**src/rtl/dllm_pkg.sv**
```systemverilog
// Package with the sizes, command codes and shared types of the linked list manager.
`timescale 1ns / 1ps
`default_nettype none

package dllm_pkg;

    localparam int NODE_COUNT = 64;
    localparam int LIST_COUNT = 8;
    localparam int NODE_W     = $clog2(NODE_COUNT);
    localparam int LIST_W     = $clog2(LIST_COUNT);
    localparam int CNT_W      = $clog2(NODE_COUNT + 1);

    typedef enum logic [1:0] {
        CMD_APPEND = 2'd0,
        CMD_PUSH   = 2'd1,
        CMD_REMOVE = 2'd2,
        CMD_QUERY  = 2'd3
    } cmd_t;

    typedef struct packed {
        cmd_t              command;
        logic [LIST_W-1:0] list_id;
        logic [NODE_W-1:0] node_id;
    } req_t;

    typedef struct packed {
        logic [NODE_W-1:0] next_node;
        logic [NODE_W-1:0] prev_node;
        logic [LIST_W-1:0] owner;
    } node_rd_t;

    typedef struct packed {
        logic              next_we;
        logic [NODE_W-1:0] next_addr;
        logic [NODE_W-1:0] next_data;
        logic              prev_we;
        logic [NODE_W-1:0] prev_addr;
        logic [NODE_W-1:0] prev_data;
        logic              owner_we;
        logic [NODE_W-1:0] owner_addr;
        logic [LIST_W-1:0] owner_data;
    } node_wr_t;

    typedef struct packed {
        logic              accepted;
        logic [CNT_W-1:0]  list_count;
        logic              owner_valid;
        logic [LIST_W-1:0] owner_list;
    } res_t;

endpackage

`default_nettype wire

```
**src/rtl/dllm_ram.sv**
```systemverilog
// Generic single write, single read RAM with registered read data and write forwarding.
`timescale 1ns / 1ps
`default_nettype none

module dllm_ram #(
    parameter int WIDTH = 6,
    parameter int DEPTH = 64
) (
    input  wire logic                     clk,
    input  wire logic                     we,
    input  wire logic [$clog2(DEPTH)-1:0] waddr,
    input  wire logic [WIDTH-1:0]         wdata,
    input  wire logic                     re,
    input  wire logic [$clog2(DEPTH)-1:0] raddr,
    output logic      [WIDTH-1:0]         rdata
);

    logic [WIDTH-1:0] mem_reg [DEPTH];
    logic [WIDTH-1:0] rdata_reg;

    always_ff @(posedge clk)
    begin
        if (we)
        begin
            mem_reg[waddr] <= wdata;
        end
        if (re)
        begin
            rdata_reg <= (we && (waddr == raddr)) ? wdata : mem_reg[raddr];
        end
    end

    assign rdata = rdata_reg;

endmodule

`default_nettype wire

```
**src/rtl/dllm_exec.sv**
```systemverilog
// Command execution: node ownership bits, list records and the link pointer updates.
`timescale 1ns / 1ps
`default_nettype none

module dllm_exec
    import dllm_pkg::*;
(
    input  wire logic     clk,
    input  wire logic     rst_n,
    input  wire logic     go,
    input  wire req_t     req,
    input  wire node_rd_t rd,
    output node_wr_t      wr,
    output res_t          res
);

    logic [NODE_COUNT-1:0] owned_reg;
    logic [NODE_COUNT-1:0] owned_next;
    logic [NODE_W-1:0]     head_reg [LIST_COUNT];
    logic [NODE_W-1:0]     head_next [LIST_COUNT];
    logic [NODE_W-1:0]     tail_reg [LIST_COUNT];
    logic [NODE_W-1:0]     tail_next [LIST_COUNT];
    logic [CNT_W-1:0]      size_reg [LIST_COUNT];
    logic [CNT_W-1:0]      size_next [LIST_COUNT];

    logic              owned;
    logic [LIST_W-1:0] lsel;
    logic [NODE_W-1:0] hd;
    logic [NODE_W-1:0] tl;
    logic [CNT_W-1:0]  sz;
    logic              empty;
    logic              has_next;
    logic              has_prev;
    logic              do_link;
    logic              do_rem;

    // The successor of a tail and the predecessor of a head are never stored;
    // they follow from the list record, so each command writes each pointer
    // store at most once.
    always_comb
    begin
        owned    = owned_reg[req.node_id];
        lsel     = ((req.command == CMD_REMOVE) || (req.command == CMD_QUERY)) ?
                   rd.owner : req.list_id;
        hd       = head_reg[lsel];
        tl       = tail_reg[lsel];
        sz       = size_reg[lsel];
        empty    = (sz == '0);
        has_next = (req.node_id != tl);
        has_prev = (req.node_id != hd);
        do_link  = go && ((req.command == CMD_APPEND) || (req.command == CMD_PUSH)) && !owned;
        do_rem   = go && (req.command == CMD_REMOVE) && owned;

        owned_next = owned_reg;
        head_next  = head_reg;
        tail_next  = tail_reg;
        size_next  = size_reg;
        wr         = '0;

        if (do_link)
        begin
            owned_next[req.node_id] = 1'b1;
            size_next[lsel]         = sz + CNT_W'(1);
            wr.owner_we             = 1'b1;
            wr.owner_addr           = req.node_id;
            wr.owner_data           = req.list_id;
            if (empty)
            begin
                head_next[lsel] = req.node_id;
                tail_next[lsel] = req.node_id;
            end
            else if (req.command == CMD_APPEND)
            begin
                tail_next[lsel] = req.node_id;
                wr.next_we      = 1'b1;
                wr.next_addr    = tl;
                wr.next_data    = req.node_id;
                wr.prev_we      = 1'b1;
                wr.prev_addr    = req.node_id;
                wr.prev_data    = tl;
            end
            else
            begin
                head_next[lsel] = req.node_id;
                wr.next_we      = 1'b1;
                wr.next_addr    = req.node_id;
                wr.next_data    = hd;
                wr.prev_we      = 1'b1;
                wr.prev_addr    = hd;
                wr.prev_data    = req.node_id;
            end
        end

        if (do_rem)
        begin
            owned_next[req.node_id] = 1'b0;
            size_next[lsel]         = sz - CNT_W'(1);
            if (!has_next)
            begin
                tail_next[lsel] = rd.prev_node;
            end
            if (!has_prev)
            begin
                head_next[lsel] = rd.next_node;
            end
            if (has_next && has_prev)
            begin
                wr.next_we   = 1'b1;
                wr.next_addr = rd.prev_node;
                wr.next_data = rd.next_node;
                wr.prev_we   = 1'b1;
                wr.prev_addr = rd.next_node;
                wr.prev_data = rd.prev_node;
            end
        end

        res = '0;
        unique case (req.command)
            CMD_APPEND, CMD_PUSH:
            begin
                res.owner_valid = 1'b1;
                if (owned)
                begin
                    res.owner_list = rd.owner;
                end
                else
                begin
                    res.accepted   = 1'b1;
                    res.list_count = sz + CNT_W'(1);
                    res.owner_list = req.list_id;
                end
            end
            CMD_REMOVE:
            begin
                if (owned)
                begin
                    res.accepted   = 1'b1;
                    res.list_count = sz - CNT_W'(1);
                end
            end
            CMD_QUERY:
            begin
                res.accepted = 1'b1;
                if (owned)
                begin
                    res.list_count  = sz;
                    res.owner_valid = 1'b1;
                    res.owner_list  = rd.owner;
                end
            end
            default:
            begin
                res = '0;
            end
        endcase
    end

    always_ff @(posedge clk or negedge rst_n)
    begin
        if (!rst_n)
        begin
            owned_reg <= '0;
            for (int i = 0; i < LIST_COUNT; i++)
            begin
                head_reg[i] <= '0;
                tail_reg[i] <= '0;
                size_reg[i] <= '0;
            end
        end
        else
        begin
            owned_reg <= owned_next;
            head_reg  <= head_next;
            tail_reg  <= tail_next;
            size_reg  <= size_next;
        end
    end

endmodule

`default_nettype wire

```
**src/rtl/doubly_linked_list_manager.sv**
```systemverilog
// Top level of the linked list manager: request register, node RAMs and result register.
//
//  channel  | valid / ready         | payload
//  ---------+-----------------------+-------------------------------------------------
//  request  | cmd_valid / cmd_ready | command, list_id, node_id
//  result   | res_valid / res_ready | accepted, list_count, owner_valid, owner_list
//
// A request is registered while its node is read from the pointer and owner RAMs;
// once the result register is free it executes and its result is registered there.
// One request is taken every cycle while no stalled result holds the request register;
// a write by the executing request is forwarded to a read taken at the same edge.
// Reset clears all ownership bits and list records at once; no clearing pass is needed.
// While a result waits on res_ready, a request in the request register holds there and
// cmd_ready stays low, so at most two requests are in flight.
`timescale 1ns / 1ps
`default_nettype none

module doubly_linked_list_manager
    import dllm_pkg::*;
(
    input  wire logic              clk,
    input  wire logic              rst_n,
    input  wire logic              cmd_valid,
    output logic                   cmd_ready,
    input  wire logic [1:0]        command,
    input  wire logic [LIST_W-1:0] list_id,
    input  wire logic [NODE_W-1:0] node_id,
    output logic                   res_valid,
    input  wire logic              res_ready,
    output logic                   accepted,
    output logic [CNT_W-1:0]       list_count,
    output logic                   owner_valid,
    output logic [LIST_W-1:0]      owner_list
);

    logic     s1_valid_reg;
    logic     s1_valid_next;
    req_t     s1_req_reg;
    logic     out_valid_reg;
    logic     out_valid_next;
    res_t     out_res_reg;
    logic     go;
    logic     take;
    node_rd_t rd;
    node_wr_t wr;
    res_t     res;

    assign go        = s1_valid_reg && (!out_valid_reg || res_ready);
    assign cmd_ready = !s1_valid_reg || go;
    assign take      = cmd_valid && cmd_ready;

    always_comb
    begin
        s1_valid_next  = take ? 1'b1 : (go ? 1'b0 : s1_valid_reg);
        out_valid_next = go ? 1'b1 : ((out_valid_reg && res_ready) ? 1'b0 : out_valid_reg);
    end

    always_ff @(posedge clk or negedge rst_n)
    begin
        if (!rst_n)
        begin
            s1_valid_reg  <= 1'b0;
            out_valid_reg <= 1'b0;
        end
        else
        begin
            s1_valid_reg  <= s1_valid_next;
            out_valid_reg <= out_valid_next;
        end
    end

    always_ff @(posedge clk)
    begin
        if (take)
        begin
            s1_req_reg.command <= cmd_t'(command);
            s1_req_reg.list_id <= list_id;
            s1_req_reg.node_id <= node_id;
        end
        if (go)
        begin
            out_res_reg <= res;
        end
    end

    dllm_ram #(
        .WIDTH (NODE_W),
        .DEPTH (NODE_COUNT)
    ) u_next_ram (
        .clk   (clk),
        .we    (wr.next_we),
        .waddr (wr.next_addr),
        .wdata (wr.next_data),
        .re    (take),
        .raddr (node_id),
        .rdata (rd.next_node)
    );

    dllm_ram #(
        .WIDTH (NODE_W),
        .DEPTH (NODE_COUNT)
    ) u_prev_ram (
        .clk   (clk),
        .we    (wr.prev_we),
        .waddr (wr.prev_addr),
        .wdata (wr.prev_data),
        .re    (take),
        .raddr (node_id),
        .rdata (rd.prev_node)
    );

    dllm_ram #(
        .WIDTH (LIST_W),
        .DEPTH (NODE_COUNT)
    ) u_owner_ram (
        .clk   (clk),
        .we    (wr.owner_we),
        .waddr (wr.owner_addr),
        .wdata (wr.owner_data),
        .re    (take),
        .raddr (node_id),
        .rdata (rd.owner)
    );

    dllm_exec u_exec (
        .clk   (clk),
        .rst_n (rst_n),
        .go    (go),
        .req   (s1_req_reg),
        .rd    (rd),
        .wr    (wr),
        .res   (res)
    );

    assign res_valid   = out_valid_reg;
    assign accepted    = out_res_reg.accepted;
    assign list_count  = out_res_reg.list_count;
    assign owner_valid = out_res_reg.owner_valid;
    assign owner_list  = out_res_reg.owner_list;

endmodule

`default_nettype wire

```
**config.mk**
```make
export PLATFORM = sky130hd
export DESIGN_NAME = doubly_linked_list_manager
export DESIGN_NICKNAME = d
export VERILOG_FILES = /design/src/rtl/dllm_pkg.sv /design/src/rtl/dllm_ram.sv /design/src/rtl/dllm_exec.sv /design/src/rtl/doubly_linked_list_manager.sv
export SDC_FILE = /design/constraint.sdc
export NUM_CORES = 1
export LEC_CHECK = 0
export ABC_AREA = 1
export BUFFER_PORTS_ARGS = -buffer_cell sky130_fd_sc_hd__buf_4
export CAP_MARGIN = 20
export CORE_MARGIN = 2
export CORE_UTILIZATION = 39
export DETAILED_ROUTE_END_ITERATION = 6
export SLEW_MARGIN = 20
export SYNTH_ARGS = -nofsm -noshare
export SYNTH_HDL_FRONTEND = slang
export SYNTH_SLANG_ARGS = --single-unit
```
**constraint.sdc**
```tcl
create_clock -name clk -period 5 [get_ports clk]
set_clock_uncertainty 0.15 [all_clocks]
set_input_delay 0.5 -clock clk [delete_from_list [all_inputs] [get_ports clk]]
set_output_delay 0.5 -clock clk [all_outputs]
set_load 0.1 [all_outputs]
```
Yosys cells after proc, flatten, opt, wreduce, memory -nomap -nowiden

Memories as Yosys holds them, arrays and structs flattened. A register that Yosys moved wholly into a read port is not among the register bits.
Index checks and enable logic that the tools add are counted.
Widths: inputs -> output; s select.

Flip-flop bits (word level): 241
Bits in writable memories: 960
Input bits: 15
Output and inout bits: 14
Word-level logic and storage cells: 133
Memories kept: 3

Add/sub/neg operators: 2
$lt $le $gt $ge: 4
Eq/ne operators: 5
Multiplexer cells: 59
Bitwise operators: 4
Reductions and logical operators: 22

Memories:

| name                | words | bits a word | rd ports | clocked after memory_dff | write ports | line           | text |
|---|---|---|---|---|---|---|---|
| u_next_ram.mem_reg  | 64    | 6           | 1        | 1                        | 1           | dllm_ram.sv:18 | `logic [WIDTH-1:0] mem_reg [DEPTH];` |
| u_prev_ram.mem_reg  | 64    | 6           | 1        | 1                        | 1           | dllm_ram.sv:18 |  |
| u_owner_ram.mem_reg | 64    | 3           | 1        | 1                        | 1           | dllm_ram.sv:18 |  |

Operator list:

| kind              | number |
|---|---|
| $mux 48           | 10 |
| $bwmux 48         | 4 |
| $mux 64           | 2 |
| $bwmux 56         | 2 |
| $mux 56           | 2 |
| $mux 26           | 3 |
| $and 64x64->64    | 1 |
| $not 64->64       | 1 |
| $or 64x64->64     | 1 |
| $bmux 6 s3        | 2 |
| $mux 36           | 1 |
| $mux 6            | 5 |
| $mux 25           | 1 |
| $pmux 8 s3        | 1 |
| $bmux 7 s3        | 1 |
| $demux 7 s3       | 1 |
| $mux 7            | 3 |
| $demux 6 s3       | 1 |
| $mux 8            | 2 |
| $mux 1            | 12 |
| $ne 6x6->1        | 2 |
| $mux 11           | 1 |
| $logic_and 1x1->1 | 10 |
| $pmux 4 s2        | 1 |
| other kinds (18)  | 26 |

Logic depth before layout (Yosys ltp)

Gate-level depths: netlist of the first run.

Word-level depth: 15
Gate-level depth with buffers: 20
Mapped depth without buffers: 18

Hierarchy

Synthesis of the first run repeated with hierarchy kept, for this count alone.

Cell total of the unflattened synthesis: 6,072
Area, all modules: 56,803.2 µm²

By module, submodules not included:

| module                     | instances | cells each | area an instance (µm²) | sequential area each (µm²) |
|---|---|---|---|---|
| dllm_ram at u_next_ram ... | 2         | 1,389      | 16,041.6               | 11,711.2 |
| dllm_exec                  | 1         | 2,510      | 15,611.2               | 5,405.2 |
| dllm_ram at u_owner_ram    | 1         | 749        | 8,323.0                | 5,855.6 |
| doubly_linked_list_manager | 1         | 35         | 785.8                  | 740.7 |

Worst setup path after synthesis of the first run

No wires, ideal clock.

Kind: reg-to-reg
Start point: register out_valid_reg (netlist: res_valid)
End point: memory u_owner_ram.mem_reg[0][0] (netlist name) (data pin)
Setup time: 500 ps
Arrival time: 3,298 ps
Required time: 4,350 ps
Setup slack: 1,053 ps
Cell stages (with the launch flop): 7
Path buffers: 1
Clock period less this slack: 3,947 ps
Cells stage by stage: dfrtp_1 -> nand2_1 -> nand2_1 -> nor2_1 -> nand3_4 -> clkbuf_1 -> nor2_1

RTL lines:

| element                | line                             | text |
|---|---|---|
| from (decl)            | doubly_linked_list_manager.sv:39 | `logic out_valid_reg;` |
| from (signal assigned) | doubly_linked_list_manager.sv:68 | `out_valid_reg <= out_valid_next;` |
| to (decl)              | dllm_ram.sv:18                   |  |

==> flow_metrics.tcl, run 1 <==
set metrics [dict create \
    outcome "finished clean" \
    cts_hold_repair.buffers 6 \
    period_minus_slack_ns 4.227 \
    groute.usage.overall_pct 22.37 \
    post_cts.repair.setup_buffers 0 \
    synth_sequential_area_ratio_pct 58.21 \
    cells_along_the_critical_path "nand2_1, nand2_1, buf_4, nand2_1, nand2_1, nand2_1, nand2_1, nand2_1, nand2_1, ha_1, inv_1, xor2_1, o21ai_0, nand2_1, nand2_1, nand2_1, nand2_1" \
    synth_ff_type "sky130_fd_sc_hd__edfxtp_1" \
    num_antenna_cells 0 \
    core-area_um2 41850 \
    crit_path_max_fo 16 \
    leakagePower_uw 0.007484 \
    synthTopCellsByArea "sky130_fd_sc_hd__edfxtp_1, sky130_fd_sc_hd__dfrtp_1, sky130_fd_sc_hd__nand2_1, sky130_fd_sc_hd__nor2_1, sky130_fd_sc_hd__o21ai_0" \
    synth_top_area_share_pct 39.70 \
    crit_buf_inv 2 \
    worst-slew-pin-transition_ns 1.025 \
    cpMaxStageDelayCell "sky130_fd_sc_hd__xor2_1" \
    yosysWarningCount 0 \
    layout_cell_share_with_drive_strength_beyond_1_pct 8.453 \
    tritoncts "done" \
    syn2layout_area_growth_pct 11.65 \
    max_cap_violations 0 \
    fmax_ghz 0.2366 \
    path_clk_slew_ns 0.06 \
    stdcell_area_um2 18410 \
    pre_cts_slack_ns 0.8567 \
    worst_ep_required_time_ns 5.31 \
    timing.critical_path.max_delay_family "simple AND/OR/NAND/NOR gates" \
    largest_incremental_delay_on_the_critical_path_ns 0.71 \
    clock_tree.buffer_depth 3 \
    grt_overflow 0 \
    synthDominantAreaCellType "sky130_fd_sc_hd__edfxtp_1" \
    synth_seq_cells 340 \
    grt_first_pass_wirelength_um 76070 \
    worstSetupEndpointType "flip-flop" \
    critical_path_cell_count 17 \
    cts_buffers 39 \
    die_x_um 209.6 \
    boundaryPins 29 \
    dpl-instance-area_um2 17090 \
    gpl_congestion 0.8980 \
    synth_edf_count 218 \
    synth-async-reset-ratio_pct 35.88 \
    synth.net_count 1872 \
    whs_path_depth 3 \
    rows 75 \
    setup_violations 0 \
    final-hold-violation-count 0 \
    drv_slew 0 \
    worstSetupStartpointType "flip-flop" \
    maximum_number_of_pins_on_one_net_before_global_route_repair 85 \
    critPathArrivalTime_ns 4.54 \
    number_of_instances_in_the_synthesized_netlist 1855 \
    finish.net_count 1867 \
    syn_area_per_cell_um2 8.889 \
    detailedRoute.firstPassIterationCount 6 \
    finalWorstSetupSlack_ns 0.7731 \
    starting_density_of_the_core_pct 39.40 \
    rsz0062_at_grt "false" \
    route.vias.total 13340 \
    clock_sinks 340 \
    detailedRoute.firstIterationViolations 1271 \
    viasPerCell 5.512 \
    avgRoutedWirePerCell_um 20.23 \
    power.density_cell_area_nw_per_um2 449.9 \
    grt_antenna_before_repair 0 \
    detail-route-antenna-nets 0 \
    numPortBuffers 28 \
    final.setup.tns_ns 0 \
    root_buffer "sky130_fd_sc_hd__clkbuf_16" \
    first_global_vias 13000 \
    dp_hpwl_um 30460 \
    largest_register_ffs 192 \
    h-tree-depth 2 \
    peakVddDrop_mv 0.2717 \
    timing.hold.worst.class "input pin to flip-flop" \
    crit_path_most_repeated_cell "sky130_fd_sc_hd__nand2_1" \
    netlist-cell-type-count 37 \
    clk-insertion-delay-late_ns 0.57 \
    detail_route.wirelength_um 48960 \
    die_area_um2 43940 \
    layout.core_utilization_pct 43.99 \
    criticalPathCategory "flip-flop to flip-flop" \
    die_height_um 209.6 \
    timing.final.crit_share_pct 84.54 \
    drt_drc_violations_left 0 \
    slew_headroom_pct 31.57 \
    ff_to_ff_path_depth 17 \
    number_of_instances_resized_during_post_cts_repair 0 \
    synth_area_um2 16490 \
]
per-stage QoR:
step / hold slack [ns] / total power (uW) / instances
6_report: 0.02447 / 8284 / 2420
5_1_grt: 0.04385 / 8663 / 2420
4_1_cts: 0.006740 / 8304 / 2420
3_5_place_dp: 0.3369 / 5450 / 2342
3_3_place_gp: 0.3288 / 5433 / 2342
2_1_floorplan: 0.05441 / 4821 / 1855
worst reg2reg max path, stage by stage (launching register included):
cell                       delay [ns]
sky130_fd_sc_hd__edfxtp_1        0.59
sky130_fd_sc_hd__nand2_1         0.43
sky130_fd_sc_hd__nand2_1         0.53
sky130_fd_sc_hd__buf_4           0.34
sky130_fd_sc_hd__nand2_1         0.12
sky130_fd_sc_hd__nand2_1         0.08
sky130_fd_sc_hd__nand2_1         0.05
sky130_fd_sc_hd__nand2_1         0.07
sky130_fd_sc_hd__nand2_1         0.06
sky130_fd_sc_hd__nand2_1         0.21
sky130_fd_sc_hd__ha_1            0.27
sky130_fd_sc_hd__inv_1           0.08
sky130_fd_sc_hd__xor2_1          0.71
sky130_fd_sc_hd__o21ai_0         0.19
sky130_fd_sc_hd__nand2_1         0.10
sky130_fd_sc_hd__nand2_1         0.05
sky130_fd_sc_hd__nand2_1         0.05
sky130_fd_sc_hd__nand2_1         0.06
cells in the mapped netlist (12+ instances only):
master                     instances
sky130_fd_sc_hd__nand2_1         482
sky130_fd_sc_hd__nor2_1          294
sky130_fd_sc_hd__edfxtp_1        218
sky130_fd_sc_hd__o21ai_0         138
sky130_fd_sc_hd__nor3_1          127
sky130_fd_sc_hd__dfrtp_1         122
sky130_fd_sc_hd__nand3_1         115
sky130_fd_sc_hd__inv_1           105
sky130_fd_sc_hd__clkbuf_1         57
sky130_fd_sc_hd__o221ai_1         48
sky130_fd_sc_hd__nor3_2           21
sky130_fd_sc_hd__buf_2            18
sky130_fd_sc_hd__nor2_2           13
sky130_fd_sc_hd__a21oi_1          12
placed cells by master, fill, tap and decap left out, drive strengths merged:
cell type    netlist  layout
edfxtp           218     218
o22ai              5       5
o21ai            146     146
clkinv             2      18
clkbuf            57      52
a32oi              2       2
xor2               3       3
nor2             313     313
dlygate4sd3        0       6
o221ai            48      48
dfrtp            122     122
or2                5       5
o21a               1       1
buf               37      42
nand2            486     486
a22oi              1       1
nor3             148     148
a21oi             12      12
o21bai             6       6
ha                 2       2
bufinv             0       3
nand3            116     116
o2111ai            1       1
inv              113     114
nand4              6       6
o211ai             5       5
routing by layer:
| layer | vias to the layer above | track usage, % | wire (um) |
|---|---|---|---|
| li1 | 6278 | - | - |
| met1 | 6438 | 29.71 | 21070 |
| met2 | 516 | 37.39 | 23340 |
| met3 | 107 | 3.382 | 2849 |
| met4 | 0 | 7.997 | 1692 |
| met5 | - | 0 | 0 |
power by group:
part           internal [uW]  leakage [uW]  switching (uW)
Combinational            480       0.00320            1380
Clock                   1670      0.000621            1180
Sequential              3350       0.00366             225
path summary, 6_finish.rpt:
| check | slack (ns) | to | from |
|---|---|---|---|
| max reg2reg | 0.77 | u_exec.size_reg[30] | s1_req_reg[10] |
| min in group asynchronous | 0.46 | u_exec.owned_reg[27] | rst_n |
| min | 0.02 | s1_valid_reg | cmd_valid |
| min reg2reg | 0.35 | u_exec.owned_reg[53] | u_exec.owned_reg[53] |
| max | 0.77 | u_exec.size_reg[30] | s1_req_reg[10] |
| max in group asynchronous | 3.10 | u_exec.owned_reg[2] | rst_n |
kinds of logic (layout without fill, tap and decap cells):
logic type / count (synthesis) / count (layout) / share of synthesized area, %
simple gates: 1074 / 1074 / 27.86
fa+ha+maj: 2 / 2 / 0.1517
compound gates: 227 / 227 / 8.309
flops: 340 / 340 / 58.21
buf+inv: 209 / 235 / 5.258
xor+xnor: 3 / 3 / 0.2049
final cells by class:
class | instances | area [um2]
inverter | 115 | 431.7
sequential | 340 | 9599
clock buffer | 52 | 1076
timing repair buffer | 48 | 391.6
multi-input combinational | 1306 | 6053
tap | 539 | 674.4
fill | 4012 | 23440
clock inverter | 20 | 185.2
(Power assumes the default switching activity.)
==> run 2: changes to the inputs <==
==> constraint.sdc (replaced) <==
create_clock -name clk -period 3.9 [get_ports clk]
set_clock_uncertainty 0.15 [all_clocks]
set_input_delay 0.39 -clock clk [delete_from_list [all_inputs] [get_ports clk]]
set_output_delay 0.39 -clock clk [all_outputs]
set_load 0.1 [all_outputs]
==> flow_metrics.tcl, run 2 (synthesis gave the netlist of run 1 again) <==
set metrics [dict create \
    clock_sinks 340 \
    drt_drc_violations_left 0 \
    final-hold-violation-count 0 \
    slew_headroom_pct 40.61 \
    largest_register_ffs 192 \
    clock_power_share_pct 33.3 \
    num_antenna_cells 0 \
    detailedRoute.firstIterationViolations 1443 \
    crit_path_max_fo 13 \
    layout.core_utilization_pct 44.42 \
    cpMaxStageDelayCell "sky130_fd_sc_hd__xor2_1" \
    rows 75 \
    cells_along_the_critical_path "inv_1, nand2_2, nand2_1, buf_4, nor2_1, o21ai_0, nand2_1, nand2_1, nand2_2, inv_1, ha_1, inv_1, xor2_1, buf_4, o21ai_0, nand2_1, nand2_1" \
    path_clk_slew_ns 0.06 \
    core-area_um2 41850 \
    power_frac_seq_pct 43.5 \
    grt_overflow 0 \
    finalWorstSetupSlack_ns 0.3722 \
    clk-insertion-delay-late_ns 0.56 \
    worstSetupStartpointType "flip-flop" \
    netSwitchingPower_uw 3522 \
    criticalPathCategory "flip-flop to flip-flop" \
    intPower_uw 6957 \
    final.setup.tns_ns 0 \
    timing.hold.worst.class "input pin to flip-flop" \
    most-common-layout-cells "sky130_fd_sc_hd__nand2_1, sky130_fd_sc_hd__nor2_1, sky130_fd_sc_hd__edfxtp_1" \
    starting_density_of_the_core_pct 39.40 \
    rsz0062_at_grt "false" \
    dp_hpwl_um 30280 \
    power.switching_fraction_pct 33.61 \
    first_global_vias 12650 \
    timing.final.crit_share_pct 90.46 \
    multiInputGateArea_um2 6053 \
    finish.net_count 1890 \
    root_buffer "sky130_fd_sc_hd__clkbuf_16" \
    setup_violations 0 \
    avgRoutedWirePerCell_um 19.24 \
    crit_path_most_repeated_cell "sky130_fd_sc_hd__nand2_1" \
    route.vias.total 13380 \
    pre_cts_slack_ns 0.3869 \
    maximum_number_of_pins_on_one_net_before_global_route_repair 86 \
    worst-slew-pin-transition_ns 0.8909 \
    numPortBuffers 28 \
    die_x_um 209.6 \
    detail-route-antenna-nets 0 \
    pwr-share-comb_pct 23.2 \
    layout.filler_cells 4020 \
    cts_buffers 38 \
    detailedRoute.firstPassIterationCount 5 \
    period_minus_slack_ns 3.528 \
    layout_cell_share_with_drive_strength_beyond_1_pct 9.459 \
    grt_antenna_before_repair 0 \
    leakagePower_uw 0.007574 \
    worst_ep_required_time_ns 4.20 \
    detail_route.wirelength_um 46990 \
    power.density_cell_area_nw_per_um2 563.7 \
    post_cts.repair.setup_buffers 0 \
    worstSetupEndpointType "flip-flop" \
    timing.critical_path.max_delay_family "simple AND/OR/NAND/NOR gates" \
    groute.usage.overall_pct 21.38 \
    die_area_um2 43940 \
    die_height_um 209.6 \
    syn2layout_area_growth_pct 12.74 \
    crit_buf_inv 5 \
    area.sequential_um2 9599 \
    drv_slew 0 \
    mostFrequentLayoutCell "sky130_fd_sc_hd__nand2_1" \
    gpl_congestion 0.9323 \
    max_cap_violations 0 \
    h-tree-depth 2 \
    boundaryPins 29 \
    peakVddDrop_mv 0.3335 \
    largest_incremental_delay_on_the_critical_path_ns 0.45 \
    tritoncts "done" \
    viasPerCell 5.480 \
    grt_first_pass_wirelength_um 72940 \
    critPathArrivalTime_ns 3.83 \
    fmax_ghz 0.2835 \
    outcome "finished clean" \
    clock_tree.buffer_depth 3 \
]
## run 2: final timing paths
path                            slack [ns]                 start  cells past startpoint                   end
worst max-delay path                  0.37        s1_req_reg[10]                     17   u_exec.size_reg[23]
worst min-delay path                  0.10            node_id[3]                      1         s1_req_reg[3]
worst max register to register        0.37        s1_req_reg[10]                     17   u_exec.size_reg[23]
worst min register to register        0.35  u_exec.owned_reg[18]                      2  u_exec.owned_reg[18]
max in group asynchronous             2.49                 rst_n                      3  u_exec.owned_reg[52]
min in group asynchronous             0.36                 rst_n                      2   u_exec.size_reg[18]
## run 2: stage by stage
| stage | instances | total power [uW] | area, um2 | hold slack, ns |
|---|---|---|---|---|
| after floorplan | 1855 | 6181 | 16490 | -0.05559 |
| after global placement | 2361 | 6976 | 17270 | 0.3228 |
| after detailed placement | 2361 | 7002 | 17270 | 0.3374 |
| after CTS | 2442 | 10510 | 18590 | 0.06283 |
| after global routing | 2442 | 10970 | 18590 | 0.08118 |
| final | 2442 | 10480 | 18590 | 0.1007 |
## run 2: layout make-up
cell class                      count  area share [%]
Tap cell                          539           3.628
Timing Repair Buffer               72           3.345
Multi-Input combinational cell   1306           32.56
Inverter                          115           2.322
Clock inverter                     21          0.8413
Clock buffer                       49           5.667
Sequential cell                   340           51.64
## run 2: power groups by stage
stage	combinational [uW]	sequential (uW)	clock [uW]
after global routing	2680	4600	3690
after CTS	2400	4550	3560
after detailed placement	2380	4620	0
after global placement	2360	4620	0
final	2430	4560	3490
after floorplan	1460	4720	0
## run 2: worst reg2reg max path: cells and delay by family (launching register included)
kind,cells,cell delay (ns)
fa+ha+maj,1,0.24
xor+xnor,1,0.45
simple gates,8,1.00
flops,1,0.43
buf+inv,5,0.88
compound gates,2,0.26
## run 2: layer usage
metal,up-vias,routed length [um],track usage [%],part of all wire [%]
li1,6335,-,-,-
met1,6455,20310,29.45,43
met2,489,22100,34.37,47
met3,104,3019,3.367,6.4
met4,0,1564,7.655,3.3
met5,-,0,0,0
## run 2: timing repair
| action | CTS | global route |
|---|---|---|
| gates resized for setup | 0 | 0 |
| hold buffers | 11 | 0 |
| hold endpoints to repair | 93 | 0 |
